`src/design/tsp_pkg.sv`:
```
// Shared types and constants of the tensor shard partitioner.
`default_nettype none

package tsp_pkg;

    localparam int DIM_W    = 24;
    localparam int N_W      = 7;
    localparam int IDX_W    = 6;
    localparam int NR_W     = 4;
    localparam int BYTES_W  = 50;
    localparam int STATUS_W = 2;
    localparam int MODE_W   = 2;
    localparam int CFG_IDX_W  = 4;
    localparam int CFG_DATA_W = 8;

    localparam logic [STATUS_W-1:0] STATUS_OK      = 2'd0;
    localparam logic [STATUS_W-1:0] STATUS_INVALID = 2'd1;
    localparam logic [STATUS_W-1:0] STATUS_FULL    = 2'd2;

    localparam logic [MODE_W-1:0] MODE_ROWS = 2'd0;
    localparam logic [MODE_W-1:0] MODE_COLS = 2'd1;

    localparam logic [CFG_IDX_W-1:0] CFG_SHARD_COUNT = 4'd0;
    localparam logic [CFG_IDX_W-1:0] CFG_SPLIT_MODE  = 4'd1;

    typedef enum logic [2:0] {
        ST_IDLE,
        ST_ERR,
        ST_SETUP,
        ST_DIV_ROW,
        ST_DIV_NC,
        ST_DIV_COL,
        ST_CALC,
        ST_LOAD
    } tsp_state_t;

    typedef struct packed {
        logic             start;
        logic [DIM_W-1:0] dividend;
        logic [N_W-1:0]   divisor;
    } div_cmd_t;

    typedef struct packed {
        logic             done;
        logic [DIM_W-1:0] quotient;
        logic [N_W-1:0]   remainder;
    } div_rsp_t;

endpackage

`default_nettype wire

```
`src/design/tsp_if.sv`:
```
// Channel interfaces: matrix shape requests, shard results, register writes.
`default_nettype none

interface tsp_req_if;
    logic                      valid;
    logic                      ready;
    logic [tsp_pkg::DIM_W-1:0] row_count;
    logic [tsp_pkg::DIM_W-1:0] col_count;

    modport source (output valid, output row_count, output col_count, input ready);
    modport sink   (input valid, input row_count, input col_count, output ready);
endinterface

interface tsp_rsp_if;
    logic                         valid;
    logic                         ready;
    logic [tsp_pkg::STATUS_W-1:0] status;
    logic [tsp_pkg::IDX_W-1:0]    shard_index;
    logic [tsp_pkg::DIM_W-1:0]    row_start;
    logic [tsp_pkg::DIM_W-1:0]    row_end;
    logic [tsp_pkg::DIM_W-1:0]    col_start;
    logic [tsp_pkg::DIM_W-1:0]    col_end;
    logic [tsp_pkg::BYTES_W-1:0]  byte_size;
    logic                         last_shard;

    modport source (output valid, output status, output shard_index, output row_start,
                    output row_end, output col_start, output col_end, output byte_size,
                    output last_shard, input ready);
    modport sink   (input valid, input status, input shard_index, input row_start,
                    input row_end, input col_start, input col_end, input byte_size,
                    input last_shard, output ready);
endinterface

interface tsp_cfg_if;
    logic                           valid;
    logic                           ready;
    logic [tsp_pkg::CFG_IDX_W-1:0]  index;
    logic [tsp_pkg::CFG_DATA_W-1:0] data;

    modport source (output valid, output index, output data, input ready);
    modport sink   (input valid, input index, input data, output ready);
endinterface

`default_nettype wire

```
`src/design/tsp_div.sv`:
```
// Restoring divider, one quotient bit per cycle, shared by all band splits.
`default_nettype none

module tsp_div (
    input  wire logic              clk,
    input  wire logic              rst_n,
    input  wire tsp_pkg::div_cmd_t cmd,
    output tsp_pkg::div_rsp_t      rsp
);

    localparam int CNT_W = $clog2(tsp_pkg::DIM_W + 1);

    logic [CNT_W-1:0]          cnt_reg;
    logic                      done_reg;
    logic [tsp_pkg::DIM_W-1:0] quo_reg;
    logic [tsp_pkg::N_W-1:0]   rem_reg;
    logic [tsp_pkg::N_W-1:0]   dvs_reg;

    logic [tsp_pkg::N_W:0]     trial;
    logic [tsp_pkg::N_W:0]     diff;
    logic                      fits;
    logic [tsp_pkg::N_W-1:0]   rem_next;

    always_comb
    begin
        trial    = {rem_reg, quo_reg[tsp_pkg::DIM_W-1]};
        fits     = (trial >= {1'b0, dvs_reg});
        diff     = trial - {1'b0, dvs_reg};
        // remainder stays below the divisor, so it fits N_W bits either way
        rem_next = fits ? diff[tsp_pkg::N_W-1:0] : trial[tsp_pkg::N_W-1:0];
    end

    always_ff @(posedge clk or negedge rst_n)
    begin
        if (!rst_n)
        begin
            cnt_reg  <= '0;
            done_reg <= 1'b0;
        end
        else
        begin
            done_reg <= !cmd.start && (cnt_reg == CNT_W'(1));
            if (cmd.start)
            begin
                cnt_reg <= CNT_W'(tsp_pkg::DIM_W);
            end
            else if (cnt_reg != '0)
            begin
                cnt_reg <= cnt_reg - CNT_W'(1);
            end
        end
    end

    always_ff @(posedge clk)
    begin
        if (cmd.start)
        begin
            quo_reg <= cmd.dividend;
            rem_reg <= '0;
            dvs_reg <= cmd.divisor;
        end
        else if (cnt_reg != '0)
        begin
            quo_reg <= {quo_reg[tsp_pkg::DIM_W-2:0], fits};
            rem_reg <= rem_next;
        end
    end

    assign rsp.done      = done_reg;
    assign rsp.quotient  = quo_reg;
    assign rsp.remainder = rem_reg;

endmodule

`default_nettype wire

```
`src/design/tsp_seq.sv`:
```
// Sequencer: argument checks, grid setup, band walk and result register.
`default_nettype none

module tsp_seq #(
    parameter int TABLE_ENTRIES = 256,
    parameter int MAX_SHARDS    = 64,
    parameter int EW            = 9
) (
    input  wire logic                         clk,
    input  wire logic                         rst_n,
    tsp_req_if.sink                           req,
    tsp_rsp_if.source                         rsp,
    input  wire logic [tsp_pkg::N_W-1:0]      shard_count,
    input  wire logic [tsp_pkg::MODE_W-1:0]   split_mode,
    input  wire logic [EW-1:0]                entries_used,
    output logic                              commit,
    output tsp_pkg::div_cmd_t                 div_cmd,
    input  wire tsp_pkg::div_rsp_t            div_rsp
);

    localparam int SW = ((EW > tsp_pkg::N_W) ? EW : tsp_pkg::N_W) + 1;
    localparam int DW = tsp_pkg::DIM_W;
    localparam int NW = tsp_pkg::N_W;

    tsp_pkg::tsp_state_t state_reg, state_next;

    logic [DW-1:0]              rows_reg, cols_reg;
    logic [NW-1:0]              n_reg;
    logic [tsp_pkg::MODE_W-1:0] mode_reg;
    logic [tsp_pkg::NR_W-1:0]   nr_reg;
    logic [NW-1:0]              cparts_reg;
    logic [DW-1:0]              rbase_reg, cbase_reg;
    logic [NW-1:0]              rrem_reg, crem_reg;
    logic [tsp_pkg::IDX_W-1:0]  rband_reg, cband_reg, shard_reg;
    logic [DW-1:0]              rstart_reg, cstart_reg;
    logic [DW-1:0]              rend_reg, cend_reg, rlen_reg, clen_reg;
    logic [tsp_pkg::STATUS_W-1:0] err_reg;

    logic                         out_valid_reg;
    logic [tsp_pkg::STATUS_W-1:0] out_status_reg;
    logic [tsp_pkg::IDX_W-1:0]    out_index_reg;
    logic [DW-1:0]                out_rs_reg, out_re_reg, out_cs_reg, out_ce_reg;
    logic [tsp_pkg::BYTES_W-1:0]  out_bytes_reg;
    logic                         out_last_reg;

    logic                 accept;
    logic                 bad_arg;
    logic                 table_full;
    logic                 is_block;
    logic [2*tsp_pkg::NR_W-1:0] nr_sq;
    logic                 nr_grow;
    logic [NW-1:0]        setup_parts;
    logic [NW-1:0]        col_parts;
    logic [NW-1:0]        nc_dividend;
    logic                 slot_free;
    logic                 load_ok;
    logic                 load_err;
    logic                 is_last;
    logic                 row_wrap;
    logic                 rband_extra, cband_extra;
    logic [2*DW-1:0]      area;

    assign accept   = req.valid && req.ready;
    assign req.ready = (state_reg == tsp_pkg::ST_IDLE);

    assign bad_arg    = (req.row_count == '0) || (req.col_count == '0) ||
                        (shard_count == '0) || (shard_count > NW'(MAX_SHARDS));
    assign table_full = (SW'(entries_used) + SW'(shard_count)) > SW'(TABLE_ENTRIES);
    assign commit     = accept && !bad_arg && !table_full;

    assign is_block    = (mode_reg != tsp_pkg::MODE_ROWS) && (mode_reg != tsp_pkg::MODE_COLS);
    assign nr_sq       = nr_reg * nr_reg;
    assign nr_grow     = is_block && (nr_sq < (2*tsp_pkg::NR_W)'(n_reg));
    assign setup_parts = is_block ? NW'(nr_reg) :
                         ((mode_reg == tsp_pkg::MODE_ROWS) ? n_reg : NW'(1));
    assign col_parts   = (mode_reg == tsp_pkg::MODE_COLS) ? n_reg : NW'(1);
    // ceil(n / nr) as floor((n + nr - 1) / nr)
    assign nc_dividend = n_reg + NW'(nr_reg) - NW'(1);

    assign slot_free = !out_valid_reg || rsp.ready;
    assign load_ok   = (state_reg == tsp_pkg::ST_LOAD) && slot_free;
    assign load_err  = (state_reg == tsp_pkg::ST_ERR) && slot_free;
    assign is_last   = (NW'(shard_reg) + NW'(1)) == n_reg;
    assign row_wrap  = (NW'(cband_reg) + NW'(1)) == cparts_reg;

    assign rband_extra = NW'(rband_reg) < rrem_reg;
    assign cband_extra = NW'(cband_reg) < crem_reg;
    assign area        = rlen_reg * clen_reg;

    // next state
    always_comb
    begin
        state_next = state_reg;
        unique case (state_reg)
            tsp_pkg::ST_IDLE:
            begin
                if (accept)
                begin
                    state_next = (bad_arg || table_full) ? tsp_pkg::ST_ERR : tsp_pkg::ST_SETUP;
                end
            end
            tsp_pkg::ST_ERR:
            begin
                if (slot_free)
                begin
                    state_next = tsp_pkg::ST_IDLE;
                end
            end
            tsp_pkg::ST_SETUP:
            begin
                if (!nr_grow)
                begin
                    state_next = tsp_pkg::ST_DIV_ROW;
                end
            end
            tsp_pkg::ST_DIV_ROW:
            begin
                if (div_rsp.done)
                begin
                    state_next = is_block ? tsp_pkg::ST_DIV_NC : tsp_pkg::ST_DIV_COL;
                end
            end
            tsp_pkg::ST_DIV_NC:
            begin
                if (div_rsp.done)
                begin
                    state_next = tsp_pkg::ST_DIV_COL;
                end
            end
            tsp_pkg::ST_DIV_COL:
            begin
                if (div_rsp.done)
                begin
                    state_next = tsp_pkg::ST_CALC;
                end
            end
            tsp_pkg::ST_CALC:
            begin
                state_next = tsp_pkg::ST_LOAD;
            end
            tsp_pkg::ST_LOAD:
            begin
                if (slot_free)
                begin
                    state_next = is_last ? tsp_pkg::ST_IDLE : tsp_pkg::ST_CALC;
                end
            end
            default:
            begin
                state_next = tsp_pkg::ST_IDLE;
            end
        endcase
    end

    // divider commands
    always_comb
    begin
        div_cmd.start    = 1'b0;
        div_cmd.dividend = rows_reg;
        div_cmd.divisor  = setup_parts;
        unique case (state_reg)
            tsp_pkg::ST_SETUP:
            begin
                div_cmd.start = !nr_grow;
            end
            tsp_pkg::ST_DIV_ROW:
            begin
                div_cmd.start = div_rsp.done;
                if (is_block)
                begin
                    div_cmd.dividend = DW'(nc_dividend);
                    div_cmd.divisor  = NW'(nr_reg);
                end
                else
                begin
                    div_cmd.dividend = cols_reg;
                    div_cmd.divisor  = col_parts;
                end
            end
            tsp_pkg::ST_DIV_NC:
            begin
                div_cmd.start    = div_rsp.done;
                div_cmd.dividend = cols_reg;
                div_cmd.divisor  = div_rsp.quotient[NW-1:0];
            end
            default:
            begin
                div_cmd.start = 1'b0;
            end
        endcase
    end

    always_ff @(posedge clk or negedge rst_n)
    begin
        if (!rst_n)
        begin
            state_reg     <= tsp_pkg::ST_IDLE;
            out_valid_reg <= 1'b0;
        end
        else
        begin
            state_reg <= state_next;
            if (load_ok || load_err)
            begin
                out_valid_reg <= 1'b1;
            end
            else if (rsp.ready)
            begin
                out_valid_reg <= 1'b0;
            end
        end
    end

    always_ff @(posedge clk)
    begin
        if (accept)
        begin
            rows_reg <= req.row_count;
            cols_reg <= req.col_count;
            n_reg    <= shard_count;
            mode_reg <= split_mode;
            nr_reg   <= tsp_pkg::NR_W'(1);
            err_reg  <= bad_arg ? tsp_pkg::STATUS_INVALID : tsp_pkg::STATUS_FULL;
        end

        if ((state_reg == tsp_pkg::ST_SETUP) && nr_grow)
        begin
            nr_reg <= nr_reg + tsp_pkg::NR_W'(1);
        end

        if ((state_reg == tsp_pkg::ST_DIV_ROW) && div_rsp.done)
        begin
            rbase_reg <= div_rsp.quotient;
            rrem_reg  <= div_rsp.remainder;
            if (!is_block)
            begin
                cparts_reg <= col_parts;
            end
        end

        if ((state_reg == tsp_pkg::ST_DIV_NC) && div_rsp.done)
        begin
            cparts_reg <= div_rsp.quotient[NW-1:0];
        end

        if ((state_reg == tsp_pkg::ST_DIV_COL) && div_rsp.done)
        begin
            cbase_reg  <= div_rsp.quotient;
            crem_reg   <= div_rsp.remainder;
            rband_reg  <= '0;
            cband_reg  <= '0;
            shard_reg  <= '0;
            rstart_reg <= '0;
            cstart_reg <= '0;
        end

        if (state_reg == tsp_pkg::ST_CALC)
        begin
            rlen_reg <= rbase_reg + DW'(rband_extra);
            clen_reg <= cbase_reg + DW'(cband_extra);
            rend_reg <= rstart_reg + rbase_reg + DW'(rband_extra);
            cend_reg <= cstart_reg + cbase_reg + DW'(cband_extra);
        end

        if (load_ok)
        begin
            out_status_reg <= tsp_pkg::STATUS_OK;
            out_index_reg  <= shard_reg;
            out_rs_reg     <= rstart_reg;
            out_re_reg     <= rend_reg;
            out_cs_reg     <= cstart_reg;
            out_ce_reg     <= cend_reg;
            out_bytes_reg  <= {area, 2'b00};
            out_last_reg   <= is_last;
            // advance across the grid, wrapping to the next row band
            shard_reg <= shard_reg + tsp_pkg::IDX_W'(1);
            if (row_wrap)
            begin
                cband_reg  <= '0;
                cstart_reg <= '0;
                rband_reg  <= rband_reg + tsp_pkg::IDX_W'(1);
                rstart_reg <= rend_reg;
            end
            else
            begin
                cband_reg  <= cband_reg + tsp_pkg::IDX_W'(1);
                cstart_reg <= cend_reg;
            end
        end
        else if (load_err)
        begin
            out_status_reg <= err_reg;
            out_index_reg  <= '0;
            out_rs_reg     <= '0;
            out_re_reg     <= '0;
            out_cs_reg     <= '0;
            out_ce_reg     <= '0;
            out_bytes_reg  <= '0;
            out_last_reg   <= 1'b1;
        end
    end

    assign rsp.valid       = out_valid_reg;
    assign rsp.status      = out_status_reg;
    assign rsp.shard_index = out_index_reg;
    assign rsp.row_start   = out_rs_reg;
    assign rsp.row_end     = out_re_reg;
    assign rsp.col_start   = out_cs_reg;
    assign rsp.col_end     = out_ce_reg;
    assign rsp.byte_size   = out_bytes_reg;
    assign rsp.last_shard  = out_last_reg;

endmodule

`default_nettype wire

```
`src/design/tensor_shard_partitioner.sv`:
```
// Top level of the tensor shard partitioner.
`default_nettype none

// Splits each matrix shape (row_count x col_count) into shard_count shards
// by rows, by columns or over a near-square grid, and returns one result per
// shard in shard order with last_shard on the final one; a bad argument or a
// full shard table gives one error result instead. The row and column band
// sizes (and the grid column count) each come from one pass of the shared
// bit-serial divider, the grid row count is found one candidate per cycle,
// and each shard then has its bounds formed in the calc state and its size
// multiplied into the result register in the load state, which waits for a
// free output slot. The request channel is ready only between shapes; the
// last result may still wait in the output register while the next shape
// starts. Register writes are taken every cycle and must only happen between
// shapes.
module tensor_shard_partitioner #(
    parameter int TABLE_ENTRIES = 256,
    parameter int MAX_SHARDS    = 64
) (
    input  wire logic clk,
    input  wire logic rst_n,
    tsp_req_if.sink   req,
    tsp_rsp_if.source rsp,
    tsp_cfg_if.sink   cfg
);

    localparam int EW = $clog2(TABLE_ENTRIES + 1);

    logic [tsp_pkg::N_W-1:0]    shard_count_reg;
    logic [tsp_pkg::MODE_W-1:0] split_mode_reg;
    logic [EW-1:0]              entries_reg;
    logic                       commit;
    tsp_pkg::div_cmd_t          div_cmd;
    tsp_pkg::div_rsp_t          div_rsp;

    assign cfg.ready = 1'b1;

    always_ff @(posedge clk or negedge rst_n)
    begin
        if (!rst_n)
        begin
            shard_count_reg <= tsp_pkg::N_W'(1);
            split_mode_reg  <= tsp_pkg::MODE_ROWS;
            entries_reg     <= '0;
        end
        else
        begin
            if (cfg.valid && cfg.ready)
            begin
                unique case (cfg.index)
                    tsp_pkg::CFG_SHARD_COUNT:
                    begin
                        shard_count_reg <= cfg.data[tsp_pkg::N_W-1:0];
                    end
                    tsp_pkg::CFG_SPLIT_MODE:
                    begin
                        split_mode_reg <= cfg.data[tsp_pkg::MODE_W-1:0];
                    end
                    default:
                    begin
                        // drop writes to unknown registers
                    end
                endcase
            end
            if (commit)
            begin
                entries_reg <= entries_reg + EW'(shard_count_reg);
            end
        end
    end

    tsp_seq #(
        .TABLE_ENTRIES (TABLE_ENTRIES),
        .MAX_SHARDS    (MAX_SHARDS),
        .EW            (EW)
    ) u_seq (
        .clk          (clk),
        .rst_n        (rst_n),
        .req          (req),
        .rsp          (rsp),
        .shard_count  (shard_count_reg),
        .split_mode   (split_mode_reg),
        .entries_used (entries_reg),
        .commit       (commit),
        .div_cmd      (div_cmd),
        .div_rsp      (div_rsp)
    );

    tsp_div u_div (
        .clk   (clk),
        .rst_n (rst_n),
        .cmd   (div_cmd),
        .rsp   (div_rsp)
    );

endmodule

`default_nettype wire

```
`src/flat_wrapper.sv`:
```
// flat-port wrapper written by rule: the top's interface ports become plain ports
module tensor_shard_partitioner_flat 
#(
    parameter int TABLE_ENTRIES = 256,
    parameter int MAX_SHARDS    = 64
)
  (clk, rst_n, req_valid, req_row_count, req_col_count, req_ready, rsp_valid, rsp_status, rsp_shard_index, rsp_row_start, rsp_row_end, rsp_col_start, rsp_col_end, rsp_byte_size, rsp_last_shard, rsp_ready, cfg_valid, cfg_index, cfg_data, cfg_ready);
  tsp_req_if req_i ();
  tsp_rsp_if rsp_i ();
  tsp_cfg_if cfg_i ();
  input  wire logic clk;
  input  wire logic rst_n;
  input wire logic [$bits(req_i.valid)-1:0] req_valid;
  input wire logic [$bits(req_i.row_count)-1:0] req_row_count;
  input wire logic [$bits(req_i.col_count)-1:0] req_col_count;
  output wire logic [$bits(req_i.ready)-1:0] req_ready;
  output wire logic [$bits(rsp_i.valid)-1:0] rsp_valid;
  output wire logic [$bits(rsp_i.status)-1:0] rsp_status;
  output wire logic [$bits(rsp_i.shard_index)-1:0] rsp_shard_index;
  output wire logic [$bits(rsp_i.row_start)-1:0] rsp_row_start;
  output wire logic [$bits(rsp_i.row_end)-1:0] rsp_row_end;
  output wire logic [$bits(rsp_i.col_start)-1:0] rsp_col_start;
  output wire logic [$bits(rsp_i.col_end)-1:0] rsp_col_end;
  output wire logic [$bits(rsp_i.byte_size)-1:0] rsp_byte_size;
  output wire logic [$bits(rsp_i.last_shard)-1:0] rsp_last_shard;
  input wire logic [$bits(rsp_i.ready)-1:0] rsp_ready;
  input wire logic [$bits(cfg_i.valid)-1:0] cfg_valid;
  input wire logic [$bits(cfg_i.index)-1:0] cfg_index;
  input wire logic [$bits(cfg_i.data)-1:0] cfg_data;
  output wire logic [$bits(cfg_i.ready)-1:0] cfg_ready;
  assign req_i.valid = req_valid;
  assign req_i.row_count = req_row_count;
  assign req_i.col_count = req_col_count;
  assign req_ready = req_i.ready;
  assign rsp_valid = rsp_i.valid;
  assign rsp_status = rsp_i.status;
  assign rsp_shard_index = rsp_i.shard_index;
  assign rsp_row_start = rsp_i.row_start;
  assign rsp_row_end = rsp_i.row_end;
  assign rsp_col_start = rsp_i.col_start;
  assign rsp_col_end = rsp_i.col_end;
  assign rsp_byte_size = rsp_i.byte_size;
  assign rsp_last_shard = rsp_i.last_shard;
  assign rsp_i.ready = rsp_ready;
  assign cfg_i.valid = cfg_valid;
  assign cfg_i.index = cfg_index;
  assign cfg_i.data = cfg_data;
  assign cfg_ready = cfg_i.ready;
  tensor_shard_partitioner #(.TABLE_ENTRIES(TABLE_ENTRIES), .MAX_SHARDS(MAX_SHARDS)) u_core (.clk(clk), .rst_n(rst_n), .req(req_i), .rsp(rsp_i), .cfg(cfg_i));
endmodule
```
`config.mk`:
```
export PLATFORM = sky130hd
export DESIGN_NAME = tensor_shard_partitioner_flat
export DESIGN_NICKNAME = d
export VERILOG_FILES = /design/src/design/tsp_pkg.sv /design/src/design/tsp_if.sv /design/src/design/tsp_div.sv /design/src/design/tsp_seq.sv /design/src/design/tensor_shard_partitioner.sv /design/src/flat_wrapper.sv
export SDC_FILE = /design/constraint.sdc
export NUM_CORES = 2
export LEC_CHECK = 0
export ABC_AREA = 1
export BUFFER_PORTS_ARGS = -buffer_cell sky130_fd_sc_hd__clkbuf_2
export CAP_MARGIN = 20
export CORE_ASPECT_RATIO = 1.5
export CORE_MARGIN = 5
export CORE_UTILIZATION = 66
export DETAILED_ROUTE_END_ITERATION = 6
export GPL_TIMING_DRIVEN = 0
export PLACE_DENSITY = 0.82
export SETUP_SLACK_MARGIN = 0.05
export SYNTH_ARGS = -nofsm -noshare
export SYNTH_HDL_FRONTEND = slang
export SYNTH_HIERARCHICAL = 1
export SYNTH_SLANG_ARGS = --single-unit
export TNS_END_PERCENT = 5
```
`constraint.sdc`:
```
create_clock -name clk -period 13.25 [get_ports clk]
set_input_delay 3.975 -clock clk [delete_from_list [all_inputs] [get_ports clk]]
set_output_delay 3.975 -clock clk [all_outputs]
set_load 0.05 [all_outputs]
```
; ---- After elaboration in Yosys (flattened, before gate mapping)
; Cells that the tools add are included.
[word_totals]
reg_bits = 513
[op_classes]
add_sub_neg = 18
mul = 2
order_cmp = 6
eq_ne = 21
mux = 54
reduce_logical = 42
[op_table]
columns = op, n
row1 = $mux 24, 13
row2 = $mux 50, 2
row3 = $add 24x1->24, 4
row4 = $pmux 31 s2, 1
row5 = $mux 6, 9
row6 = $mux 7, 7
row7 = $add 24x24->24, 2
row8 = $logic_not 24->1, 2
row9 = $mul 24x24->48, 1
row10 = $mux 31, 1
row11 = $mux 3, 8
row12 = $pmux 3 s8, 1
row13 = $add 6x1->6 const B, 3
row14 = $add 6x1->7 const B, 2
row15 = $eq 7x7->1, 2
row16 = $lt 6x7->1, 2
row17 = $reduce_bool 2->1, 7
row18 = $eq 3x3->1 const B, 4
row19 = $logic_and 1x1->1, 12
row20 = $ne 2x2->1 const B, 6
row21 = $add 9x7->10, 1
row22 = $gt 10x9->1 const B, 1
row23 = $mux 5, 2
row24 = $add 9x7->9, 1
row25 = 29 further kinds, 49

; ---- Depth between registers and ports, before layout
[depth]
word_depth = 8
depth_mapped = 28
mapped_depth_nobuf = 27

; ---- Modules after synthesis
; The synthesis kept the hierarchy.
[by_module_without_submodules]
columns = module, instances, cells_per_inst, area_each_um2
row1 = tsp_seq, 1, 4701, 41063.1
row2 = tsp_div, 1, 256, 2225.9
row3 = tensor_shard_partitioner, 1, 138, 1074.8

; ---- Least setup slack after synthesis
; OpenSTA, ideal clock, no wires.
[synth_path]
path_kind = input -> register
from = in rsp_ready
to = reg u_core.u_seq.out_bytes_reg, in the netlist u_core/u_seq/rsp.byte_size[10], enable pin
setup_ps = 666
t_arrival_ps = 10416
required_ps = 12584
path_slack_ps = 2168
cell_stages = 3
n_path_buf = 0
path_cell_list = or2_2 -> inv_1 -> nor2_1
[synth_via]
elab_chain_len = 3
elab_cells_between_ends = 4
classes_between = reduce/logical: 4
[synth_rtl]
columns = item, line_no
row1 = "start, declared", flat_wrapper.sv:26  ; input wire logic [$bits(rsp_i.ready)-1:0] rsp_ready;
row2 = $logic_or 1x1->1 *, tsp_seq.sv:80  ; assign slot_free = !out_valid_reg || rsp.ready;
row3 = "$logic_and 1x1->1, on equally long branches", "tsp_seq.sv:81, tsp_seq.sv:82"
row4 = $reduce_bool 2->1 (no source line) *, --
row5 = "end signal, assigned", tsp_seq.sv:273  ; out_bytes_reg <= {area, 2'b00};
row6 = "end, declared", tsp_seq.sv:43  ; logic [tsp_pkg::BYTES_W-1:0] out_bytes_reg;
; Every way passes the cells marked *; elsewhere a longest branch is shown, timed or not.
; A chain may end at the register's enable or synchronous reset.

; ---- Final worst setup path
[layout_path]
from = reg u_core.u_seq.rlen_reg[14]
to = reg u_core.u_seq.out_bytes_reg, in the netlist u_core/u_seq/rsp.byte_size[28] (data pin)
[layout_via]
elab_chain_len = 2
[layout_rtl]
columns = item, line_no
row1 = "start, declared", tsp_seq.sv:36  ; logic [DW-1:0] rend_reg, cend_reg, rlen_reg, clen_reg;
row2 = "start signal, assigned", tsp_seq.sv:259  ; rlen_reg <= rbase_reg + DW'(rband_extra);
row3 = $mul 24x24->48, tsp_seq.sv:88  ; assign area = rlen_reg * clen_reg;
row4 = $mux 50, tsp_seq.sv:265  ; if (load_ok)
; No other way between the ends.

==> key figures <==
Status
  – Status: finished, violations left
  – Violated checks: design-rule violations

Worst setup path
  – Crit-path cells: clkbuf_1 > nand2_1 > fa_1 > inv_1 > fa_1 > inv_1 > fa_1 > fa_1 > inv_1 > fa_1 > fa_1 > inv_1 > fa_1 > inv_1 > ha_1 > nand2_1 > nor2_1 > nand2_1 > o21ai_0 > inv_1 > o21ai_0 > nand2_1 > nand2_1 > nor2_1
  – Crit-path max cell delay: 830 ps
  – Crit start category: register
  – Max stage delay cell, worst path: clkbuf_1
  – Top cell by count, worst path: fa_1
  – Crit end category: register
  – Crit path DAT: 8610 ps
  – Crit path required time: 13,620 ps
  – Max FO, Critical Path: 10
  – Crit Path Category: reg2reg

Placed design
  – Buffers added on ports: 218
  – Pre-CTS setup slack: 5290 ps
  – Global placement routability congestion: 1.06
  – Placed cell area: 46,800 um^2
  – DP Cell Count: 6,209
  – Post-DP HPWL: 117,000 um

Synth
  – Instance count of the mapped netlist: 5,095
  – Average size of a mapped cell: 8.71 um^2
  – Top_reg_cell synth: edfxtp_1
  – Synth top cells by count: nand2_1 (1,258), inv_1 (1,250), fa_1 (490)
  – Synth warn: 6
  – Cell taking the most area after synthesis: edfxtp_1
  – Synth top area cells: edfxtp_1 (30%), fa_1 (22%), nand2_1 (11%)
  – Top cell type's share of synthesized area: 30.2%
  – Count of different cell masters after synthesis: 53
  – Async SR Flop Fraction: 5.46%
  – #FFs+latches synth: 513
  – Post-synthesis sequential area ratio: 33.5%
  – Number of synthesized flops with an enable pin: 446
  – Count leader, synth: nand2_1
  – Mapped Area: 44,400 um^2

Global routing
  – Total global-route track usage: 39.9%
  – GRT Residual Overflow: 0
  – Largest net degree at the start of global routing: 51
  – Vias in the first global route: 37.1k
  – Wire length of the first global-routing pass: 216,000 um
  – Antenna violations before repair: 2

Layout
  – Max reg flops: 48
  – Inserted Diodes: 0
  – Area Growth Syn to Fin: 9.14%
  – Layout cells sized above 1: 6.85%
  – Final #Nets: 6,208
  – Fin area: 48,400 um^2
  – Non-Filler Instances: 6,298
  – Post-route core utilization: 72.5%

Power
  – Net Sw Power: 0.726 mW
  – Int Power: 2.57 mW
  – Switching Share: 22.0%
  – Reg power frac: 53.5%
  – Design Power: 3.30 mW
  – Maximum vdd ir drop: 0.125 mV
  – Part of the power in the clock network: 43.2%
  – PD cells: 68.1 nW/um^2
  – Comb power frac: 3.3%
  – Leak: 25.4 nW

Timing
  – Crit share post-route: 62.2%
  – Max Clock Freq: 0.121 GHz
  – Slew Limit Fails: 0
  – Unrepaired setup endpoints after global routing: no
  – Final Hold Vio Count: 0
  – Relative slew slack: 18.9%
  – Final WS setup: 5010 ps
  – Max Clock Skew: 36.2 ps
  – Final Critical Period: 8240 ps
  – Worst slew pin tran: 1220 ps
  – Final setup fails: 0

Floorplan
  – Die W: 222 um
  – Num rows: 116
  – Die Y: 328 um
  – Core box area: 66,800 um^2
  – Initial core utilization: 66.4%
  – Die Area: 72,600 um^2
  – Top Ports: 223

Run
  – MaxCap Viol Count: 0

Routing
  – WL/cell: 22.9 um
  – DR iter-0 viols: 3,110
  – DRC: 1
  – Total iterations of the first detailed-routing run: 7
  – Post-DRT Antenna Nets: 0
  – Via count: 35.7k
  – Avg Vias per Cell: 5.66
  – WL final: 144,000 um

Clock tree
  – CTS Hold Bufs: 0
  – Clock root buffer master: clkbuf_16
  – Cts bufs inserted: 48
  – Post-CTS resize count: 0
  – Clock transition at path regs: 60 ps
  – Clk_lat worst skew: 630 ps
  – Post-CTS setup buffer count: 0
  – TritonCTS clock tree: built
  – H-tree depth: 2
  – Clock buffer depth: 3
  – Sink Count: 513

Min path
  – Worst hold path type: reg2reg
[metal layers]
layer,track usage (%),part of all wire [%]
met1,41.9,32
met2,68.2,49
met3,6.51,7.4
met4,36.4,12
met5,0,0
[path summary, 6_finish.rpt]
path / startpoint / end / slack [ps] / cells after the start
worst min register to register: u_core/split_mode_reg[1]$_DFFE_PN0P_ / u_core/u_seq/mode_reg[1]$_DFFE_PP_ / 470 / 0
worst min-delay path: u_core/split_mode_reg[1]$_DFFE_PN0P_ / u_core/u_seq/mode_reg[1]$_DFFE_PP_ / 470 / 0
min in group asynchronous: rst_n / u_core/entries_reg[5]$_DFFE_PN0P_ / 3440 / 1
worst max register to register: u_core/u_seq/rlen_reg[14]$_DFFE_PP_ / u_core/u_seq/rsp.byte_size[28]$_SDFFCE_PN0P_ / 5010 / 24
worst max-delay path: u_core/u_seq/rlen_reg[14]$_DFFE_PP_ / u_core/u_seq/rsp.byte_size[28]$_SDFFCE_PN0P_ / 5010 / 24
max in group asynchronous: rst_n / u_core/split_mode_reg[1]$_DFFE_PN0P_ / 9290 / 1
[power by group through the flow]
stage                     registers, mW  clock network (mW)  logic (mW)
after CTS                          1.76                1.44       0.108
final                              1.76                1.42       0.109
after floorplan                    1.79                   0      0.0721
after detailed placement           1.80                   0       0.106
after global routing               1.76                1.50       0.123
after global placement             1.80                   0       0.103
[area by class of cell]
type | instances | area (um^2)
buffer | 146 | 621
clock buffer | 63 | 1300
clock inverter | 25 | 312
fill | 5194 | 18300
inverter | 1257 | 4720
multi-input combinational | 3180 | 24200
sequential | 513 | 14900
tap | 885 | 1110
timing repair buffer | 229 | 1310
[cell usage in the layout, fill, tap and decap left out, types with 75 or more instances in the layout]
cell type / Yosys / layout
a21oi_1: 155 / 155
clkbuf_1: 120 / 131
nand2_1: 1258 / 1258
inv_1: 1250 / 1248
clkbuf_2: 1 / 219
fa_1: 490 / 490
o21ai_0: 154 / 154
edfxtp_1: 446 / 446
xor2_1: 75 / 75
nand3_1: 153 / 153
ha_1: 278 / 278
nor2_1: 378 / 374
[critical path: cells and delay by family, from the launching register on]
family          cells  cell delay (ps)
simple gates        7              910
fa+ha+maj           8             4300
compound gates      2              840
buf+inv             7             1280
flops               1              690
[through the flow]
| step | TNS, ps | hold slack, ps |
|---|---|---|
| final | 0 | 472 |
| after global routing | 0 | 479 |
| after CTS | 0 | 463 |
| after detailed placement | 0 | 449 |
| after global placement | -153830 | 441 |
| after floorplan | 0 | 425 |
[kinds of logic (layout without fill, tap and decap cells)]
group                      Yosys count  count (layout)  synth area share [%]
AOI/OAI and AO/OA                  398             398                  4.98
xor gates and xnor gates           114             114                  2.25
adders and majority gates          768             768                  30.0
buffers and inverters             1403            1720                  12.0
DFF                                513             513                  33.5
other                                2               3                0.0169
and+or+nand+nor                   1897            1897                  17.2
Power figures use the tool's default switching activity.
